[config.mk]
export PLATFORM = sky130hd
export DESIGN_NAME = keyboard_scancode_decoder_core
export DESIGN_NICKNAME = d
export VERILOG_FILES = /design/src/sv/kbd_dec_pkg.sv /design/src/sv/kbd_dec_ram.sv /design/src/sv/kbd_dec_step.sv /design/src/sv/keyboard_scancode_decoder_core.sv
export SDC_FILE = /design/constraint.sdc
export NUM_CORES = 1
export LEC_CHECK = 0
export BUFFER_PORTS_ARGS = -buffer_cell sky130_fd_sc_hd__buf_4
export CAP_MARGIN = 5
export CORE_MARGIN = 2
export CORE_UTILIZATION = 55
export DETAILED_ROUTE_END_ITERATION = 10
export PLACE_DENSITY = 0.74
export SYNTH_ARGS = -nofsm -noshare
export SYNTH_HDL_FRONTEND = slang
export SYNTH_SLANG_ARGS = --single-unit
export TNS_END_PERCENT = 5
[constraint.sdc]
create_clock -name clk -period 9.9 [get_ports clk]
set_input_delay 1.98 -clock clk [delete_from_list [all_inputs] [get_ports clk]]
set_output_delay 1.98 -clock clk [all_outputs]
set_load 0.005 [all_outputs]
[src/sv/kbd_dec_pkg.sv]
// Package for the set-1 scan code decoder: modifier flag type, event codes
// and the key translation tables and helper functions.
// No dependencies.
package kbd_dec_pkg;

  localparam int FLAGS_W   = 7;
  localparam int BASE_LEN  = 84;
  localparam int FLAGS_DEPTH = 1;

  localparam logic [7:0] PREFIX_E0   = 8'hE0;
  localparam logic [7:0] KEY_DELETE  = 8'hD3;
  localparam logic [7:0] KEY_T       = 8'h14;
  localparam logic [7:0] KEY_C       = 8'h2E;
  localparam logic [7:0] KEY_Z       = 8'h2C;

  typedef struct packed {
    logic e0;
    logic scroll;
    logic num;
    logic caps;
    logic alt;
    logic ctl;
    logic shift;
  } flags_t;

  typedef enum logic [2:0] {
    EV_NONE      = 3'd0,
    EV_REBOOT    = 3'd1,
    EV_MONITOR   = 3'd2,
    EV_INTERRUPT = 3'd3,
    EV_STOP      = 3'd4
  } key_event_t;

  localparam logic [7:0] PLAIN_TAB [BASE_LEN] = '{
    8'h00, 8'h1B, 8'h31, 8'h32, 8'h33, 8'h34, 8'h35, 8'h36,
    8'h37, 8'h38, 8'h39, 8'h30, 8'h2D, 8'h3D, 8'h08, 8'h09,
    8'h71, 8'h77, 8'h65, 8'h72, 8'h74, 8'h79, 8'h75, 8'h69,
    8'h6F, 8'h70, 8'h5B, 8'h5D, 8'h0A, 8'h00, 8'h61, 8'h73,
    8'h64, 8'h66, 8'h67, 8'h68, 8'h6A, 8'h6B, 8'h6C, 8'h3B,
    8'h27, 8'h60, 8'h00, 8'h5C, 8'h7A, 8'h78, 8'h63, 8'h76,
    8'h62, 8'h6E, 8'h6D, 8'h2C, 8'h2E, 8'h2F, 8'h00, 8'h2A,
    8'h00, 8'h20, 8'h00, 8'h00, 8'h00, 8'h00, 8'h00, 8'h00,
    8'h00, 8'h00, 8'h00, 8'h00, 8'h00, 8'h00, 8'h00, 8'h37,
    8'h38, 8'h39, 8'h2D, 8'h34, 8'h35, 8'h36, 8'h2B, 8'h31,
    8'h32, 8'h33, 8'h30, 8'h2E
  };

  localparam logic [7:0] SHIFT_TAB [BASE_LEN] = '{
    8'h00, 8'h1B, 8'h21, 8'h40, 8'h23, 8'h24, 8'h25, 8'h5E,
    8'h26, 8'h2A, 8'h28, 8'h29, 8'h5F, 8'h2B, 8'h08, 8'h09,
    8'h51, 8'h57, 8'h45, 8'h52, 8'h54, 8'h59, 8'h55, 8'h49,
    8'h4F, 8'h50, 8'h7B, 8'h7D, 8'h0A, 8'h00, 8'h41, 8'h53,
    8'h44, 8'h46, 8'h47, 8'h48, 8'h4A, 8'h4B, 8'h4C, 8'h3A,
    8'h22, 8'h7E, 8'h00, 8'h7C, 8'h5A, 8'h58, 8'h43, 8'h56,
    8'h42, 8'h4E, 8'h4D, 8'h3C, 8'h3E, 8'h3F, 8'h00, 8'h2A,
    8'h00, 8'h20, 8'h00, 8'h00, 8'h00, 8'h00, 8'h00, 8'h00,
    8'h00, 8'h00, 8'h00, 8'h00, 8'h00, 8'h00, 8'h00, 8'h37,
    8'h38, 8'h39, 8'h2D, 8'h34, 8'h35, 8'h36, 8'h2B, 8'h31,
    8'h32, 8'h33, 8'h30, 8'h2E
  };

  function automatic flags_t mod_of(input logic [7:0] k);
    flags_t m;
    m = '0;
    case (k)
      8'h1D, 8'h9D: m.ctl   = 1'b1;
      8'h2A, 8'h36: m.shift = 1'b1;
      8'h38, 8'hB8: m.alt   = 1'b1;
      default: m = '0;
    endcase
    return m;
  endfunction

  function automatic flags_t lock_of(input logic [7:0] k);
    flags_t m;
    m = '0;
    case (k)
      8'h3A: m.caps   = 1'b1;
      8'h45: m.num    = 1'b1;
      8'h46: m.scroll = 1'b1;
      default: m = '0;
    endcase
    return m;
  endfunction

  function automatic logic [7:0] extended_code(input logic [7:0] k);
    logic [7:0] c;
    case (k)
      8'hC7: c = 8'hE0;
      8'h9C: c = 8'h0A;
      8'hB5: c = 8'h2F;
      8'hC8: c = 8'hE2;
      8'hC9: c = 8'hE6;
      8'hCB: c = 8'hE4;
      8'hCD: c = 8'hE5;
      8'hCF: c = 8'hE1;
      8'hD0: c = 8'hE3;
      8'hD1: c = 8'hE7;
      8'hD2: c = 8'hE8;
      8'hD3: c = 8'hE9;
      default: c = 8'h00;
    endcase
    return c;
  endfunction

endpackage

[src/sv/kbd_dec_ram.sv]
// Generic single-port-write, single-port-read RAM with registered read data.
// No dependencies.
module kbd_dec_ram #(
  parameter int WIDTH = 8,
  parameter int DEPTH = 1,
  parameter int AW    = (DEPTH > 1) ? $clog2(DEPTH) : 1
) (
  input  logic             clk,
  input  logic             we,
  input  logic [AW-1:0]    waddr,
  input  logic [WIDTH-1:0] wdata,
  input  logic             re,
  input  logic [AW-1:0]    raddr,
  output logic [WIDTH-1:0] rdata
);

  logic [WIDTH-1:0] mem [DEPTH];
  logic [WIDTH-1:0] rdata_r;

  always_ff @(posedge clk) begin
    if (we) begin
      mem[waddr] <= wdata;
    end
    if (re) begin
      rdata_r <= mem[raddr];
    end
  end

  assign rdata = rdata_r;

endmodule

[src/sv/kbd_dec_step.sv]
// Decode step for one scan byte: updates the modifier flags and translates the key.
// Depends on kbd_dec_pkg.
module kbd_dec_step (
  input  logic [7:0]            scan_byte,
  input  kbd_dec_pkg::flags_t   flags_in,
  output kbd_dec_pkg::flags_t   flags_out,
  output logic [7:0]            char_code,
  output kbd_dec_pkg::key_event_t key_event
);
  import kbd_dec_pkg::*;

  logic [7:0] key;
  logic [7:0] code;
  flags_t     g;

  always_comb begin
    key       = scan_byte;
    g         = flags_in;
    code      = 8'h00;
    flags_out = flags_in;
    char_code = 8'h00;
    key_event = EV_NONE;
    if (scan_byte == PREFIX_E0) begin
      flags_out    = flags_in;
      flags_out.e0 = 1'b1;
    end else if (scan_byte[7]) begin
      key = flags_in.e0 ? scan_byte : {1'b0, scan_byte[6:0]};
      flags_out    = flags_in & ~mod_of(key);
      flags_out.e0 = 1'b0;
    end else begin
      key  = flags_in.e0 ? (scan_byte | 8'h80) : scan_byte;
      g.e0 = 1'b0;
      g    = g | mod_of(key);
      g    = g ^ lock_of(key);
      flags_out = g;
      if (g.ctl) begin
        if (g.alt && key == KEY_DELETE) begin
          key_event = EV_REBOOT;
        end else if (key == KEY_T) begin
          key_event = EV_MONITOR;
        end else if (key == KEY_C) begin
          key_event = EV_INTERRUPT;
        end else if (key == KEY_Z) begin
          key_event = EV_STOP;
        end
      end else begin
        if (!key[7] && key[6:0] < 7'(BASE_LEN)) begin
          code = g.shift ? SHIFT_TAB[key[6:0]] : PLAIN_TAB[key[6:0]];
        end else if (key[7]) begin
          code = extended_code(key);
        end
        if (g.caps) begin
          if (code inside {[8'h61:8'h7A]}) begin
            code = code - 8'h20;
          end else if (code inside {[8'h41:8'h5A]}) begin
            code = code + 8'h20;
          end
        end
        char_code = code;
      end
    end
  end

endmodule

[src/sv/keyboard_scancode_decoder_core.sv]
// Top level of the set-1 keyboard scan code decoder.
// Depends on kbd_dec_pkg, kbd_dec_ram and kbd_dec_step.
//
// The decoder takes one scan byte per transfer and returns exactly one result
// per byte, in order. It sustains one byte per clock cycle while out_ready
// holds; a byte passes the stage-1 register, then the result register. The
// modifier flags live in a one-entry RAM, read when a byte is taken and
// written back when it leaves the decode stage; a write-back that coincides
// with the next read is forwarded from a register, and a flag bit that reset
// clears makes the entry read as zero until its first write. A result register
// separates the two channels, so a new byte is taken while a result waits.
module keyboard_scancode_decoder_core (
  input  logic       clk,
  input  logic       rst_n,
  input  logic       in_valid,
  output logic       in_ready,
  input  logic [7:0] in_scan_byte,
  output logic       out_valid,
  input  logic       out_ready,
  output logic       out_char_valid,
  output logic [7:0] out_char_code,
  output logic [2:0] out_key_event
);
  import kbd_dec_pkg::*;

  logic       in_fire;
  logic       s1_adv;
  logic       s1_valid_r, s1_valid_nxt;
  logic [7:0] s1_byte_r;
  logic       written_r, written_nxt;
  logic       s1_init_r;
  logic       fwd_hit_r;
  flags_t     fwd_flags_r;
  logic [FLAGS_W-1:0] ram_rdata;
  flags_t     cur_flags;
  flags_t     new_flags;
  logic [7:0] dec_code;
  key_event_t dec_event;
  logic       out_valid_r, out_valid_nxt;
  logic [7:0] out_code_r;
  key_event_t out_event_r;

  assign s1_adv   = s1_valid_r && (!out_valid_r || out_ready);
  assign in_ready = !s1_valid_r || s1_adv;
  assign in_fire  = in_valid && in_ready;

  kbd_dec_ram #(
    .WIDTH (FLAGS_W),
    .DEPTH (FLAGS_DEPTH)
  ) u_flags_ram (
    .clk   (clk),
    .we    (s1_adv),
    .waddr (1'b0),
    .wdata (FLAGS_W'(new_flags)),
    .re    (in_fire),
    .raddr (1'b0),
    .rdata (ram_rdata)
  );

  always_comb begin
    if (fwd_hit_r) begin
      cur_flags = fwd_flags_r;
    end else if (s1_init_r) begin
      cur_flags = flags_t'(ram_rdata);
    end else begin
      cur_flags = '0;
    end
  end

  kbd_dec_step u_step (
    .scan_byte (s1_byte_r),
    .flags_in  (cur_flags),
    .flags_out (new_flags),
    .char_code (dec_code),
    .key_event (dec_event)
  );

  always_comb begin
    s1_valid_nxt = s1_valid_r;
    if (in_fire) begin
      s1_valid_nxt = 1'b1;
    end else if (s1_adv) begin
      s1_valid_nxt = 1'b0;
    end
    written_nxt = written_r || s1_adv;
    out_valid_nxt = out_valid_r;
    if (s1_adv) begin
      out_valid_nxt = 1'b1;
    end else if (out_ready) begin
      out_valid_nxt = 1'b0;
    end
  end

  always_ff @(posedge clk) begin
    if (!rst_n) begin
      s1_valid_r  <= 1'b0;
      written_r   <= 1'b0;
      out_valid_r <= 1'b0;
      s1_init_r   <= 1'b0;
      fwd_hit_r   <= 1'b0;
    end else begin
      s1_valid_r  <= s1_valid_nxt;
      written_r   <= written_nxt;
      out_valid_r <= out_valid_nxt;
      if (in_fire) begin
        s1_init_r <= written_r;
        fwd_hit_r <= s1_adv;
      end
    end
  end

  always_ff @(posedge clk) begin
    if (in_fire) begin
      s1_byte_r <= in_scan_byte;
    end
    if (s1_adv) begin
      fwd_flags_r <= new_flags;
      out_code_r  <= dec_code;
      out_event_r <= dec_event;
    end
  end

  assign out_valid      = out_valid_r;
  assign out_char_code  = out_code_r;
  assign out_char_valid = (out_code_r != 8'h00);
  assign out_key_event  = out_event_r;

endmodule
==> metrics.md <==
| Metric | Value |
|---|---|
| TritonCTS clock tree | done |
| Commonest non-fill, non-tap cell in the layout | buf_4 |
| # Max-Cap Violations | 0 |
| Post-Synthesis Cells | 402 |
| Final GP Congestion | 0.9515 |
| Max FO, Critical Path | 4 |
| Placed Area | 3496 um^2 |
| Syn avg cell area | 8.307 um^2 |
| Die W | 81.92 um |
| Ports | 26 |
| Root Driver | clkbuf_8 |
| Final Cell Area | 3591 um^2 |
| Sequential Area | 970.9 um^2 |
| Biggest area consumer among synthesized cells | edfxtp_1 |
| WP data required | 7.92 ns |
| Pre-antenna DRT Iters | 7 |
| Initial Utilization | 56.74% |
| Cell Chain, Critical Path | buf_4 > nor2b_1 > nand2_1 > buf_4 |
| Residual DRC | 0 |
| Antenna violations before repair | 0 |
| Clock Power Share | 27.5% |
| #FFs+latches synth | 34 |
| Filler Cells Inserted | 526 |
| Worst-skew pair later-pin latency | 0.28 ns |
| Max-slew violations | 0 |
| Remaining global-route overflow | 0 |
| Power per Cell Area | 106.5 nW/um^2 |
| Final wirelength | 8916 um |
| Max clock buf depth | 2 |
| Yosys top cell area share | 26.08% |
| Vias per cell | 6.890 |
| P&R area growth vs syn | 7.531% |
| Final core occ | 61.01% |
| Slew @ Worst Pin | 0.7731 ns |
| Synth Warn # | 0 |
| Diode count | 0 |
| Wire per inst | 18.50 um |
| Type of origin of the critical path | input port |
| P_sw | 0.0001225 W |
| CTS clk-pin slew, worst paths | 0.07 ns |
| Fraction of layout cells with a size suffix above 1 | 11.79% |
| Pin count of the biggest net entering global routing | 70 |
| Die ar. | 6711 um^2 |
| Unique masters post-synth | 75 |
| Sequential element share of the synthesized area | 29.07% |
| Flop pwr share | 44.5% |
| Max-Slew Margin vs Limit | 47.13% |
| Top FF cell, synth | edfxtp_1 |
| Outcome | finished, final reports clean |
| Ys async rst share | 0% |
| Final nets | 431 |
| Commonest cells after routing, fill and taps aside | buf_4 (30), edfxtp_1 (29), nand2_1 (28), nor2_1 (28), o21ai_0 (26) |
| VDD IR max | 112.8 uV |
| Final Skew | 0.004316 ns |
| P_leak | 1.301 nW |
| Hold Vio Cnt, Final | 0 |
| Leading post-synthesis cells by cell area | edfxtp_1 (26%), ha_1 (4.9%), o21ai_0 (3.9%) |
| Postcts setup bufs | 0 |
| Post-DP HPWL | 6108 um |
| Total GRT Usage | 27.55% |
| Hold_buf cts | 0 |
| Comb power frac | 28.0% |
| Number of DRC markers in iteration 0 | 558 |
| Die H | 81.92 um |
| Sw Ratio | 32.02% |
| Fin Setup TNS | 0 ns |
| Vias | 3321 |
| Num CTS Buffers | 5 |
| Power Internal | 0.0002601 W |
| Max Freq | 221.2 MHz |
| Global-route wire length before repair | 14170 um |
| Net Count, Synth | 427 |
| Critical path class | input port to output pin |
| Final setup viols | 0 |
| Antenna viol nets, final | 0 |
| Final period utilization | 45.66% |
| RSZ-0062 raised after global routing | false |
| Crit end category | output pin |
| Minimum clock period | 4.520 ns |
| Min-delay worst type | flop to flop |
| Number of synthesized flops with an enable pin | 29 |
| Footprint of the multi-input gates | 2150 um^2 |
| Most used cell, CP | buf_4 |
| Port buffer count | 25 |
| CTS Sinks | 34 |
| CP Data Arrival Time | 2.54 ns |
| Vias in the first global route | 2925 |
| Slowest-stage cell, CP | nor2b_1 |
| Post-cts sizing count | 0 |
| CP peak stage delay | 0.21 ns |
| Core area | 5886 um^2 |
| H-tree levels | 2 |
| Post-Syn Area | 3339 um^2 |
| # rows | 28 |
-- critical path: cells and delay by family --
family                 cells  cell delay, ns
AND/OR/NAND/NOR            2            0.31
buffers and inverters      2            0.25
-- layout make-up --
class | instances | share of cell area (%)
Sequential cell | 34 | 27.04
Timing Repair Buffer | 30 | 6.272
Multi-Input combinational cell | 320 | 59.86
Clock buffer | 6 | 2.300
Clock inverter | 2 | 0.3484
Inverter | 15 | 1.568
Tap cell | 75 | 2.613
-- final timing paths --
check / from / end / slack [ns] / cells past startpoint
hold / removal: written_r / s1_init_r / 0.46 / 2
setup reg to reg: s1_byte_r[1] / out_char_code[5] / 5.56 / 12
hold reg to reg: written_r / s1_init_r / 0.46 / 2
setup / recovery: out_ready / in_ready / 5.38 / 4
-- routing by layer --
layer  vias to the layer above  routed length (um)  global-route usage, %
met5                         -                   0                      0
met4                         0                 358                  15.00
met3                        36                 840                  4.835
met2                       209                4020                  41.30
met1                      1523                3696                  37.60
li1                       1553                   -                      -
-- metrics by stage --
step | setup WS [ns] | instances | hold slack [ns] | total power, W
floorplan | 5.651 | 402 | 0.4260 | 0.0002503
global placement | 5.396 | 474 | 0.4467 | 0.0002751
detailed placement | 5.370 | 474 | 0.4511 | 0.0002762
CTS | 5.370 | 482 | 0.4685 | 0.0003815
global route | 5.289 | 482 | 0.4825 | 0.0004002
finish | 5.380 | 482 | 0.4639 | 0.0003826
-- logic make-up after synthesis --
group | after synthesis | share of synthesized area [%]
flops | 34 | 29.07
simple gates | 155 | 25.67
buf+inv | 48 | 6.556
fa+ha+maj | 13 | 4.871
compound gates | 141 | 30.27
mux | 7 | 2.510
xor+xnor | 4 | 1.049
-- flip-flops by register name, summed over array words and instances, names as in the netlist --
name,cells
fwd_hit_r,1
u_flags_ram.mem,5
s1_valid_r,1
s1_byte_r,8
u_flags_ram.rdata,5
s1_init_r,1
out_char_code,8
out_valid,1
out_key_event,3
written_r,1
-- synthesized netlist by cell type (4+ instances only) --
cell type / number
edfxtp_1: 29
nand2_1: 28
nor2_1: 28
o21ai_0: 26
a21oi_1: 24
nor2b_1: 19
buf_2: 16
nand2b_1: 15
inv_1: 14
ha_1: 13
clkbuf_1: 12
a31oi_1: 11
nor3_1: 11
nand3_1: 8
nor4_1: 8
a211oi_1: 6
a22oi_1: 6
a311o_1: 6
and2_1: 6
and3b_1: 6
a221oi_1: 5
dfxtp_1: 5
mux2i_1: 5
o21a_1: 5
a21o_1: 4
and3_1: 4
nand3b_1: 4
-- power groups by stage --
stage | sequential, W | clock [W] | combinational (W)
2_1_floorplan | 0.000170 | 0 | 0.0000800
3_3_place_gp | 0.000173 | 0 | 0.000102
3_5_place_dp | 0.000173 | 0 | 0.000103
4_1_cts | 0.000170 | 0.000108 | 0.000104
5_1_grt | 0.000171 | 0.000112 | 0.000116
6_report | 0.000170 | 0.000105 | 0.000107
Note: power is estimated with default switching activity, not from simulation.
